## config.mk

```make
export PLATFORM = sky130hd
export DESIGN_NAME = tavi_fifo
export DESIGN_NICKNAME = d
export VERILOG_FILES = /design/src/sv/tetra_affine_inverse_and_volume_macros.svh /design/src/sv/tavi_pkg.sv /design/src/sv/tavi_fifo.sv
export SDC_FILE = /design/constraint.sdc
export NUM_CORES = 1
export LEC_CHECK = 0
export ABC_AREA = 0
export CAP_MARGIN = 20
export CORE_AREA = 2 2 413 415
export CTS_CLUSTER_SIZE = 25
export DETAILED_ROUTE_END_ITERATION = 10
export DIE_AREA = 0 0 415 417
export DONT_BUFFER_PORTS = 1
export PLACE_DENSITY = 0.59
export SLEW_MARGIN = 10
export SYNTH_ARGS = -nofsm -noshare
export SYNTH_HDL_FRONTEND = slang
export SYNTH_SLANG_ARGS = --single-unit
```

## constraint.sdc

```tcl
create_clock -name clock -period 19 [get_ports clock]
set_input_delay 0.95 -clock clock [delete_from_list [all_inputs] [get_ports clock]]
set_output_delay 0.95 -clock clock [all_outputs]
set_load 0.005 [all_outputs]
```

## src/sv/tetra_affine_inverse_and_volume_macros.svh

```systemverilog
// ----------------------------------------------------------------------------
// Assertion macros for the tetrahedron inverse block
// Implication checks that compile away in synthesis.
// ----------------------------------------------------------------------------
`ifndef TETRA_AFFINE_INVERSE_AND_VOLUME_MACROS_SVH
`define TETRA_AFFINE_INVERSE_AND_VOLUME_MACROS_SVH
`ifndef SYNTHESIS
`define TAVI_ASSERT_SAME(lbl, clk, rst, ante, cons) \
   lbl: assert property (@(posedge clk) disable iff (rst) (ante) |-> (cons)) \
      else $error("tavi: same-cycle check failed");
`define TAVI_ASSERT_NEXT(lbl, clk, rst, ante, cons) \
   lbl: assert property (@(posedge clk) disable iff (rst) (ante) |=> (cons)) \
      else $error("tavi: next-cycle check failed");
`else
`define TAVI_ASSERT_SAME(lbl, clk, rst, ante, cons)
`define TAVI_ASSERT_NEXT(lbl, clk, rst, ante, cons)
`endif
`endif

```

## src/sv/tavi_pkg.sv

```systemverilog
// ----------------------------------------------------------------------------
// tavi_pkg
// Widths, constants and types shared by the tetrahedron inverse block.
// ----------------------------------------------------------------------------
package tavi_pkg;
   localparam int COORD_WIDTH = 16;
   localparam int COORD_FRAC  = 8;
   localparam int OUT_WIDTH   = 32;
   localparam int OUT_FRAC    = OUT_WIDTH / 2;
   localparam int VOL_WIDTH   = 52;

   localparam int EDGE_W  = COORD_WIDTH + 1;
   localparam int PROD_W  = 2 * EDGE_W;
   localparam int ADJ_W   = PROD_W + 1;
   localparam int DP_W    = EDGE_W + ADJ_W;
   localparam int DET_W   = DP_W + 2;
   localparam int BP_W    = ADJ_W + COORD_WIDTH;
   localparam int BN_W    = BP_W + 2;
   localparam int A_SHIFT = COORD_FRAC + OUT_FRAC;
   localparam int NUM_W   = (ADJ_W + A_SHIFT > BN_W + OUT_FRAC) ?
                            (ADJ_W + A_SHIFT) : (BN_W + OUT_FRAC);

   // divider lanes: one quotient bit per stage
   localparam int QB       = OUT_WIDTH + 1;
   localparam int REM_W    = DET_W + 1;
   localparam int LANE_LAT = QB + 2;

   // volume: (|det|/2)/3 as a multiply by ceil(2^52/3) and a shift by 52;
   // exact while |det|/2 < 2^51, and |det| stays below 2^51
   localparam int VOL_X_W = 52;
   localparam int VOL_H_W = VOL_X_W / 2;
   localparam logic [VOL_X_W-1:0] VOL_RECIP = 52'h5555555555556;

   localparam int FRONT_LAT = 5;
   localparam int QDEPTH    = 4;
   localparam int QPTR_W    = $clog2(QDEPTH);
   localparam int QCNT_W    = $clog2(QDEPTH + 1);

   localparam int ROW_W = 2;
   localparam logic [ROW_W-1:0] ROW_FIRST = ROW_W'(0);
   localparam logic [ROW_W-1:0] ROW_LAST  = ROW_W'(2);

   typedef struct packed {
      logic [2:0][2:0][ADJ_W-1:0] adj;
      logic [2:0][BN_W-1:0]       bn;
      logic [DET_W-1:0]           det;
   } work_type;

   typedef struct packed {
      logic empty;
      logic full;
   } fifo_status_type;
endpackage

```

## src/sv/tavi_fifo.sv

```systemverilog
// ----------------------------------------------------------------------------
// tavi_fifo
// Short queue of prepared transactions between front and back.
// ----------------------------------------------------------------------------
module tavi_fifo (
   input  logic                      clock,
   input  logic                      reset,
   input  logic                      push,
   input  tavi_pkg::work_type        push_data,
   input  logic                      pop,
   output tavi_pkg::work_type        head,
   output tavi_pkg::fifo_status_type status
);
   tavi_pkg::work_type             mem_ff [tavi_pkg::QDEPTH];
   logic [tavi_pkg::QPTR_W-1:0]    wp_ff, wp_in, rp_ff, rp_in;
   logic [tavi_pkg::QCNT_W-1:0]    cnt_ff, cnt_in;

   always_comb begin
      wp_in  = push ? wp_ff + tavi_pkg::QPTR_W'(1) : wp_ff;
      rp_in  = pop ? rp_ff + tavi_pkg::QPTR_W'(1) : rp_ff;
      cnt_in = cnt_ff + tavi_pkg::QCNT_W'(push) - tavi_pkg::QCNT_W'(pop);
   end

   always_ff @(posedge clock) begin
      if (reset) begin
         wp_ff  <= '0;
         rp_ff  <= '0;
         cnt_ff <= '0;
      end else begin
         wp_ff  <= wp_in;
         rp_ff  <= rp_in;
         cnt_ff <= cnt_in;
      end
   end

   always_ff @(posedge clock) begin
      if (push) begin
         mem_ff[wp_ff] <= push_data;
      end
   end

   assign head         = mem_ff[rp_ff];
   assign status.empty = cnt_ff == '0;
   assign status.full  = cnt_ff == tavi_pkg::QCNT_W'(tavi_pkg::QDEPTH);
endmodule

```

; After elaboration in Yosys (flattened, before gate mapping)
; Memory sizes are Yosys's and may differ from the RTL's. A register that Yosys moved wholly into a read port is not among the register bits.
; Cells that the tools add are included.
[totals]
input_bits = 532
memories = 1
register_bits = 7
ram_bits = 2112
[mem_list]
columns = name, words, width, rd, rd_ports_with_merged_regs, write_ports, line
row1 = mem_ff, 4, 528, 1, 1, 1, tavi_fifo.sv:14  ; tavi_pkg::work_type mem_ff [tavi_pkg::QDEPTH];
[classes]
add_sub_neg = 4
reduce_logical = 1
eq_ne = 1
n_mux = 4
[ops]
columns = cell, count
row1 = 2-bit by 1-bit adder with 2-bit output (second input constant), 2
row2 = 2-bit two-way mux, 2
row3 = 3-bit by 1-bit adder with 3-bit output, 1
row4 = 3-bit == test (second input constant), 1
row5 = 3-bit logical NOT, 1
row6 = 3-bit by 1-bit subtractor with 3-bit output, 1
row7 = 1-bit two-way mux, 2

; Depth between registers and ports, before layout
[logic_depth]
depth_word = 3
ltp_mapped = 7
mapped_depth_nobuf = 7

; Least setup slack after synthesis
; Ideal clock, no wire load.
[synth_timing]
path_type = input-to-reg
start = input push
end = memory mem_ff[0][0] (netlist name) (enable)
path_stages = 1
n_path_buf = 0
setup_slack_ns = 5.243
required_time_ns = 18.041
arrival_time_ns = 12.798
path_cell_list = and2_1
[synth_via]
elab_chain_len = 2
[synth_rtl]
columns = item, line
row1 = from (decl), tavi_fifo.sv:8  ; input logic push,
row2 = 1-bit two-way mux, tavi_fifo.sv:37  ; if (push) begin
row3 = 1-bit two-way mux (not written as such), tavi_fifo.sv:38  ; mem_ff[wp_ff] <= push_data;
row4 = to (decl), tavi_fifo.sv:14
; No other way between the ends.

==> results.txt <==
The overall fraction of global-route tracks in use came out at 19.5%. The analysis attributes to net switching a power of 2160 uW. The proportion of synthesized flip-flops having asynchronous set or reset came out at 0%. The average instance in the mapped netlist occupies 27.6 sq um. The post-CTS setup buffer count is 0. The internal power contribution came out at 7890 uW.

The number of buffers created by CTS is 206. The part of the total power dissipated in sequential elements is 54.2%. The net count of the finished layout is 3471. The hold violation total from the final report came out at 0. The final count of negative-setup-slack endpoints came out at 0. The peak ir drop on the vdd network came out at 0.0920 mV.

The post-synthesis sequential area ratio is 82.4%. The worst clock skew on the final layout came out at 0.0279 ns. The maximum clock rate is 144 MHz. The clock network is responsible for 39.1% of the overall power. After layout, the worst path uses 36.6% of the clock period. The effective utilization at floorplan is 45.8%. The die covers 173000 sq um.

The tightest hold margin is 0.181 ns. The net switching share of the total power is 21.5%. The DRC violation count after routing is 0. The post-DP HPWL came out at 111000 microns. For this design, the sink count on the clock tree is 2121. The synthesis-stage register bit count is 2121.

STA classifies the critical path endpoint as a primary output. The final weighted congestion of routability-driven global placement is 0.882. Summing all placed instances gives a cell area of 78900 sq um. During synthesis, Yosys emitted a total of 0 warnings.

TritonCTS built the clock tree. The buffer levels on the longest clock path came out at 3. The tool flagged a number of max-cap violations equal to 0. The clock root buffer master is sky130_fd_sc_hd__clkbuf_16.

Timing analysis after detailed placement gives a worst setup slack of 12.62 ns. Hold repair after CTS inserted 0 buffers. The count of final max-slew check failures is 0.

The leakage power figure is 0.0259 uW. In the final layout, the share of cells above drive strength 1 is 27.7%. The worst setup path is of the flip-flop to primary output kind. The required time of the critical path is 18.05 ns.

The pre-antenna-repair detailed-routing pass consisted of 5 iterations. The highest net fanout along the worst path came out at 115. The synthesized netlist devotes 0.0194% of its cell area to compound gates.

The growth of design area from synthesis to finish came out at 10.8%. After floorplanning, the core was sized to cover 169000 sq um. The number of fill cells is 12.7k. The slew at the pin with the worst max-slew slack is 1.12 ns. The simple-gate area share of the yosys netlist came out at 0.0972%.

The detailed-route wire length came out at 172000 microns. Summed over its instances, the top area cell type makes up 82.1% of the synthesized netlist area. The cell area after synthesis came out at 77200 sq um. The largest net degree at the start of global routing came out at 156.

The adder and majority cell fraction of the synthesized area came out at 0.123%. STA puts the critical path data arrival time at 6.01 ns. The initial antenna violation count came out at 7.

The power density over cell area came out at 117 nW/um^2. The floorplan has 151 rows. The number of vias per cell after detailed routing is 5.75. The mux cell area share after synthesis came out at 15.4%. The worst-case headroom to the max-slew limit is 25.3%. The aggregate negative setup slack is 0 ns. The horizontal die dimension is 415 microns. The overflow left after global routing came out at 0. The count of routing violations after the opening detailed-route iteration came out at 2673. The via count of the first global-routing pass came to 32.2k. The latest clock arrival within the worst-skew pair is 0.86 ns. The number of enable-type register cells in the synthesized netlist is 2112. The flow ran to the end, and the final reports show no timing, DRC or antenna violations. The count of buffers inserted at the top-level ports came out at 0. In this run the worst hold path is classified as primary input to flip-flop. The minimum setup slack in the final design is 12.04 ns.

The count of antenna-violating nets left after detailed routing came out at 0. The number of I/O pins came out at 1062. The count of distinct cell types in the synthesized netlist came out at 22.

Of the total synthesized cell area, the portion taken by XOR and XNOR cells is 0.0535%. The first-pass GRT wire length is 239000 microns. The launching element type of the critical path is a flip-flop. The number of cells produced by synthesis came out at 2800. The main combinational cell family by area after synthesis is multiplexers.

The final critical delay including setup and external delays came out at 6.96 ns. The number of vias in the routed layout came out at 30.6k. The number of levels in the clock H-tree came out at 4. The clock input transition at the sequential cells of the worst setup and hold paths came out at 0.06 ns.

The post-route standard cell area excluding fillers is 85500 sq um. Setup repair after global routing left no endpoint under its margin. Dividing the detail-routed wire length by the instance count gives 32.3 microns. The combinational share of power is 6.7%.

After synthesis, the cell types taking the most area are sky130_fd_sc_hd__edfxtp_1 82%, sky130_fd_sc_hd__mux4_2 15%, sky130_fd_sc_hd__buf_12 1.5%, sky130_fd_sc_hd__buf_2 0.35%, sky130_fd_sc_hd__dfxtp_1 0.23%. The number of instances resized during post-cts repair came out at 0. The synthesized net count is 3339. In the synthesized netlist the dominant register cell turns out to be sky130_fd_sc_hd__edfxtp_1. Of all cell types, the one taking the most synthesized area is sky130_fd_sc_hd__edfxtp_1. The chip height came out at 417 microns.
[cells by family (layout without fill, tap and decap cells)]
logic type,after synthesis,in the layout
and+or+nand+nor,14,14
other,0,4
AOI/OAI and AO/OA,2,2
buffers and inverters,124,421
adders and majority gates,7,7
muxes,529,529
DFF,2121,2121
xor gates and xnor gates,3,3
[layer usage]
layer | GRT usage [%] | up-vias | wire, microns
met5 | 0 | - | 11
met4 | 9.43 | 2 | 8370
met3 | 8.71 | 354 | 17500
met2 | 33.9 | 1315 | 90300
met1 | 20.0 | 16430 | 55500
li1 | - | 12503 | -
[layout by cell type, fill, tap and decap left out, drive strengths merged]
cell type,instances
a21bo,1
a21oi,1
and2,4
and3,1
buf,42
bufinv,15
clkbuf,263
clkinv,80
clkinvlp,4
dfxtp,9
diode,4
edfxtp,2112
fa,1
ha,6
inv,17
mux2i,1
mux4,528
nand3b,1
nor2,5
nor2b,2
nor3,1
xnor2,2
xor3,1
[critical path, cell delays in order (launching register included)]
cell                      delay, ns
sky130_fd_sc_hd__dfxtp_4       0.92
sky130_fd_sc_hd__buf_4         0.80
sky130_fd_sc_hd__buf_12        0.66
sky130_fd_sc_hd__buf_4         0.83
sky130_fd_sc_hd__buf_4         0.88
sky130_fd_sc_hd__mux4_2        0.67
[flip-flops by register name, indices dropped and copies added (netlist names), named ones only]
name	cells
cnt_ff	3
mem_ff	2112
rp_ff	2
wp_ff	2
[power by group through the flow]
| stage | Combinational, uW | Clock (uW) | Sequential [uW] |
|---|---|---|---|
| global placement | 681 | 0 | 5530 |
| detailed placement | 690 | 0 | 5550 |
| finish | 670 | 3930 | 5440 |
| floorplan | 522 | 0 | 5630 |
| CTS | 692 | 4020 | 5450 |
| global route | 706 | 4200 | 5460 |
[final cells by class]
class | count | area (sq um) | area share (%)
Sequential cell | 2121 | 63600 | 74.4
Multi-Input combinational cell | 555 | 12100 | 14.2
Clock buffer | 263 | 5430 | 6.35
Tap cell | 2218 | 2780 | 3.24
Clock inverter | 110 | 1100 | 1.29
Timing Repair Buffer | 42 | 443 | 0.518
Inverter | 6 | 22.5 | 0.0263
Antenna cell | 4 | 10.0 | 0.0117
[final timing paths]
path,cells past startpoint,slack (ns),from,to
worst min-delay path,1,0.18,reset,flip-flop
worst max-delay path,5,12.04,flip-flop,head[340]
worst min register to register,2,0.54,rp_ff[0],flip-flop
worst max register to register,7,13.82,wp_ff[0],mem_ff[0][96]
[synth_stat cells, types with 2 or more instances]
| cell | count |
|---|---|
| sky130_fd_sc_hd__inv_1 | 6 |
| sky130_fd_sc_hd__buf_2 | 54 |
| sky130_fd_sc_hd__nor2_1 | 5 |
| sky130_fd_sc_hd__buf_12 | 57 |
| sky130_fd_sc_hd__clkbuf_1 | 5 |
| sky130_fd_sc_hd__and2_1 | 4 |
| sky130_fd_sc_hd__ha_1 | 6 |
| sky130_fd_sc_hd__xnor2_1 | 2 |
| sky130_fd_sc_hd__dfxtp_1 | 9 |
| sky130_fd_sc_hd__mux4_2 | 528 |
| sky130_fd_sc_hd__edfxtp_1 | 2112 |
| sky130_fd_sc_hd__nor2b_1 | 2 |
[stage by stage]
stage / cells / total power [uW] / utilization [%]
finish: 5319 / 10000 / 50.8
global route: 5319 / 10400 / 50.8
CTS: 5313 / 10200 / 50.7
detailed placement: 4940 / 6240 / 46.8
global placement: 4940 / 6220 / 46.8
floorplan: 2800 / 6160 / -
No activity file was read; power rests on OpenSTA's default activity.
